**src/sv/bref_ram.sv**
```systemverilog
`timescale 1ns / 1ps
`default_nettype none
// ----------------------------------------------------------------------------
// Generic simple dual-port RAM
// One write port and one read port with a registered read.
// ----------------------------------------------------------------------------
module bref_ram #(
    parameter int WIDTH = 8,
    parameter int DEPTH = 256
) (
    input  wire logic                     clk,
    input  wire logic                     we,
    input  wire logic [$clog2(DEPTH)-1:0] waddr,
    input  wire logic [WIDTH-1:0]         wdata,
    input  wire logic [$clog2(DEPTH)-1:0] raddr,
    output logic      [WIDTH-1:0]         rdata
);

    logic [WIDTH-1:0] mem [DEPTH];

    always_ff @(posedge clk)
    begin
        if (we)
        begin
            mem[waddr] <= wdata;
        end
        rdata <= mem[raddr];
    end

endmodule
`default_nettype wire

```
**config.mk**
```make
export PLATFORM = sky130hd
export DESIGN_NAME = bref_ram
export DESIGN_NICKNAME = d
export VERILOG_FILES = /design/src/sv/bref_ram.sv
export SDC_FILE = /design/constraint.sdc
export NUM_CORES = 2
export LEC_CHECK = 0
export BUFFER_PORTS_ARGS = -buffer_cell sky130_fd_sc_hd__buf_2
export CORE_ASPECT_RATIO = 0.6
export CORE_UTILIZATION = 25
export CTS_CLUSTER_DIAMETER = 120
export DETAILED_ROUTE_END_ITERATION = 10
export PLACE_DENSITY = 0.52
export SLEW_MARGIN = 10
export SYNTH_ARGS = -nofsm -noshare
export SYNTH_HDL_FRONTEND = slang
export SYNTH_SLANG_ARGS = --single-unit
```
**constraint.sdc**
```tcl
create_clock -name clk -period 2.35 [get_ports clk]
set_input_delay 0.47 -clock clk [delete_from_list [all_inputs] [get_ports clk]]
set_output_delay 0.47 -clock clk [all_outputs]
set_load 0.005 [all_outputs]
```
### Yosys cells after proc, flatten, opt, wreduce, memory -nomap -nowiden

Memories as Yosys holds them, arrays and structs flattened. A register that Yosys moved wholly into a read port is not among the register bits.
Index checks and enable logic that the tools add are counted.

| storage, ports and cells | value |
|---|---|
| memories kept | 1 |
| word-level logic and storage cells | 3 |
| bits in writable memories | 2,048 |
| latch bits | 0 |
| register bits | 0 |
| memory bits (read-only) | 0 |

Memory list:

| name | words | width | read ports | clocked after memory_dff | wr ports | RTL line | RTL |
|---|---|---|---|---|---|---|---|
| mem | 256 | 8 | 1 | 1 | 1 | 19 | `logic [WIDTH-1:0] mem [DEPTH];` |

| cells by class | value |
|---|---|
| multipliers | 0 |
| add/sub/neg operators | 0 |
| reduce and logical (&&, ||, !) cells | 0 |
| muxes and demuxes | 2 |
| bitwise gates (word level) | 0 |
| div/mod/pow operators | 0 |
| shifts and indexed selects | 0 |
| $lt $le $gt $ge | 0 |
| equality and inequality tests | 0 |

Operator list:

| operator | count |
|---|---|
| $mux W1 | 2 |

### Logic depth before layout (Yosys ltp)

| logic depth | value |
|---|---|
| depth after elaboration | 2 |
| gate-level depth with buffers | 11 |
| gate-level depth less buffers | 6 |

### Worst setup path after synthesis

No wires, ideal clock.

| timing | value |
|---|---|
| kind | input -> register |
| from | input raddr[0] |
| to | register rdata[2], read port of mem |
| slack | -58 ps |
| stages | 9 |
| arrival time | 2,277 ps |
| path buffers | 4 |
| cells stage by stage | buf_6 -> buf_12 -> buf_8 -> buf_2 -> mux4_2 -> a22oi_1 -> a21oi_1 -> nor4_1 -> nor4_2 |

RTL lines:

| what | RTL line | RTL |
|---|---|---|
| start: declaration | 15 | `input wire logic [$clog2(DEPTH)-1:0] raddr,` |
| end: declaration | 16 | `output logic [WIDTH-1:0] rdata` |

==> metrics.txt <==
routed len/inst 26.28 um; crit path max fanout 1; CP required 3.05 ns; Post-Syn Area 79560 um2; crit-path max cell delay 0.61 ns; Synth Register Bits 2056; die width 730.3 um; non-filler cells in the finished layout 8885; fin crit share 100.0%; top_reg_cell synth edfxtp_1; # Post-CTS Setup Buffers 0; fin area 97120 um2; f_max 0.4255 GHz; main combinational cell family by area after synthesis multiplexers; Max Clock Skew 0.07280 ns; Adder-Cell Fraction of Synth Area 0%; most instantiated cells after synthesis edfxtp_1, mux4_2, nor2_1, mux2i_1, a22oi_1; top cell type by total area after synthesis edfxtp_1; vias in the first global route 40950; drt first pass iters 5; sequential area share after synthesis 77.50%; met2 usage in global routing 18.53%; Post-synth EDFFs 2048; fraction of registers with async set/reset 0%; core box area 316700 um2; setup TNS 0 ns; endpoints failing hold 0; RSZ-0062 raised after global routing true; slowest stage cell, crit path mux4_2; clock latency on the worst-skew pair 0.84 ns; Syn. warnings 0; Clk pin slew, worst setup/hold paths 0.07 ns; Slew HR 28.34%; Power Dens Cells 770.5 nW/um2; HP Class in -> reg; fillcell total 30530; Post-DP Area 91150 um2; Syn Nets 3759; Syn Inst Count 3733; crit start category flop; total global routing track utilization 14.28%; Multi-input gate area 16750 um2; count of buffer and inverter cells on the critical path 1; Netlist cell types 55; post-synthesis mux area share 14.62%; total die area 320600 um2; ratio of cells with drive above 1 in the final layout 34.63%; GR Util met1 22.08%; worst vdd ir 0.6052 mV; first-pass GRT wire length 325.0 mm; Buffers on Ports 33; total CTS buffers 183; Max-cap violations 0; GRT met3 Usage 5.757%; I/O pin total 34; pre-CTS setup slack -1.097 ns; post-synthesis compound-gate area fraction 3.419%; Avg Vias per Cell 4.700; Least-Margin Pin Slew 1.071 ns; die height 439.0 um; nets 4561; Slew Limit Fails 0; busiest grt layer met1; Avg Cell Area, Syn 21.31 um2; Tmin final 2.350 ns; Overflow after GRT 0; largest net degree at the start of global routing 87; DR DRC count 0; most numerous cell in the Yosys netlist edfxtp_1; CTS max path bufs 4; Leak 30.85 nW; routed vias 41760; CP Data Arrival Time 3.05 ns; CTS Root Buffer Type clkbuf_16; initial antenna violation count 27; Crit. End Element flop; Final ANT Viol Nets 0; Total Wirelength 233.5 mm; Post-DP HPWL 159.5 mm; Synth-to-Final Area Change 22.08%; top cell type's share of synthesized area 77.30%; setup violators final 0; drt initial violations 5416; status finished clean; Largest delay share family, worst path multiplexers; Initial Util 25.12%; placed cell count 8559; critical-path cell list mux4_2 > mux4_2 > nor2b_1 > nor4_1 > buf_4 > nor4_1; register area 61660 um2; Post-Synth Simple-Gate Area 2.628%; CP Class reg -> reg; clk sinks 2056; Routability Congestion 0.8506; Final WS setup 0.00001843 ns; total number of H-tree levels 4; CTS tree done; xor/xnor share of the synthesized area 0%; synth top area cells edfxtp_1, mux4_2, mux2i_1; FP Rows 160
## kinds of logic after synthesis
| family | after synthesis |
|---|---|
| multiplexers | 591 |
| AND/OR/NAND/NOR | 466 |
| AO/OA/AOI/OAI | 385 |
| flip-flops | 2056 |
| buffers and inverters | 235 |
## flip-flops by register name (all words and copies together) (netlist names)
name   cells
rdata      8
mem     2048
## worst paths after layout
kind,start,end,slack (ns),cells past startpoint
setup reg to reg,mem[71][1],rdata[1],0.00002,6
hold reg to reg,mem[55][5],rdata[5],1.12,6
setup / recovery,mem[71][1],rdata[1],0.00002,6
hold / removal,wdata[4],mem[70][4],0.06,1
## placed cells by master (no fill, tap or decap), types with 42 or more instances in the layout
master,n
a21oi_1,88
mux4_2,454
o221ai_1,42
nor2_1,275
clkbuf_16,186
edfxtp_1,2048
buf_12,104
a22oi_1,131
buf_4,707
mux2i_1,133
## per-layer routing
layer | routed length, um | vias up | part of all wire [%]
met5 | 0 | - | 0
met4 | 3545 | 0 | 1.5
met3 | 30260 | 233 | 13
met2 | 91430 | 1879 | 39
met1 | 108300 | 22350 | 46
li1 | - | 17300 | -
## where the power goes
group          internal, W  leakage [nW]  switching [W]
Sequential          0.0404          18.5      0.0000548
Combinational      0.00190          9.61        0.00287
Clock               0.0161          2.77         0.0135
Total               0.0584          30.9         0.0165
## area by class of cell
cell class | instances | area share (%)
inverter | 2 | 0.01159
tap | 4212 | 5.426
sequential | 2056 | 63.49
multi-input combinational | 1442 | 17.25
clock inverter | 101 | 0.9185
timing repair buffer | 850 | 7.996
clock buffer | 216 | 4.897
antenna | 6 | 0.01546
## per-stage QoR
step | total power [W] | hold slack, ns | util, %
after floorplan | 0.04320 | 0.5689 | -
after global placement | 0.04592 | 0.8537 | 28.77
after detailed placement | 0.04596 | 0.8524 | 28.78
after CTS | 0.07539 | 0.01389 | 30.61
after global routing | 0.07703 | 0.02483 | 30.67
final | 0.07484 | 0.05597 | 30.67
## what timing repair did
item	CTS	global route
hold endpoints to repair	19	0
hold buffers	2	0
endpoints found under the setup margin	7	8
cloned	0	1
resized for setup	20	30
pin swaps	2	3
No activity file was read; power rests on OpenSTA's default activity.
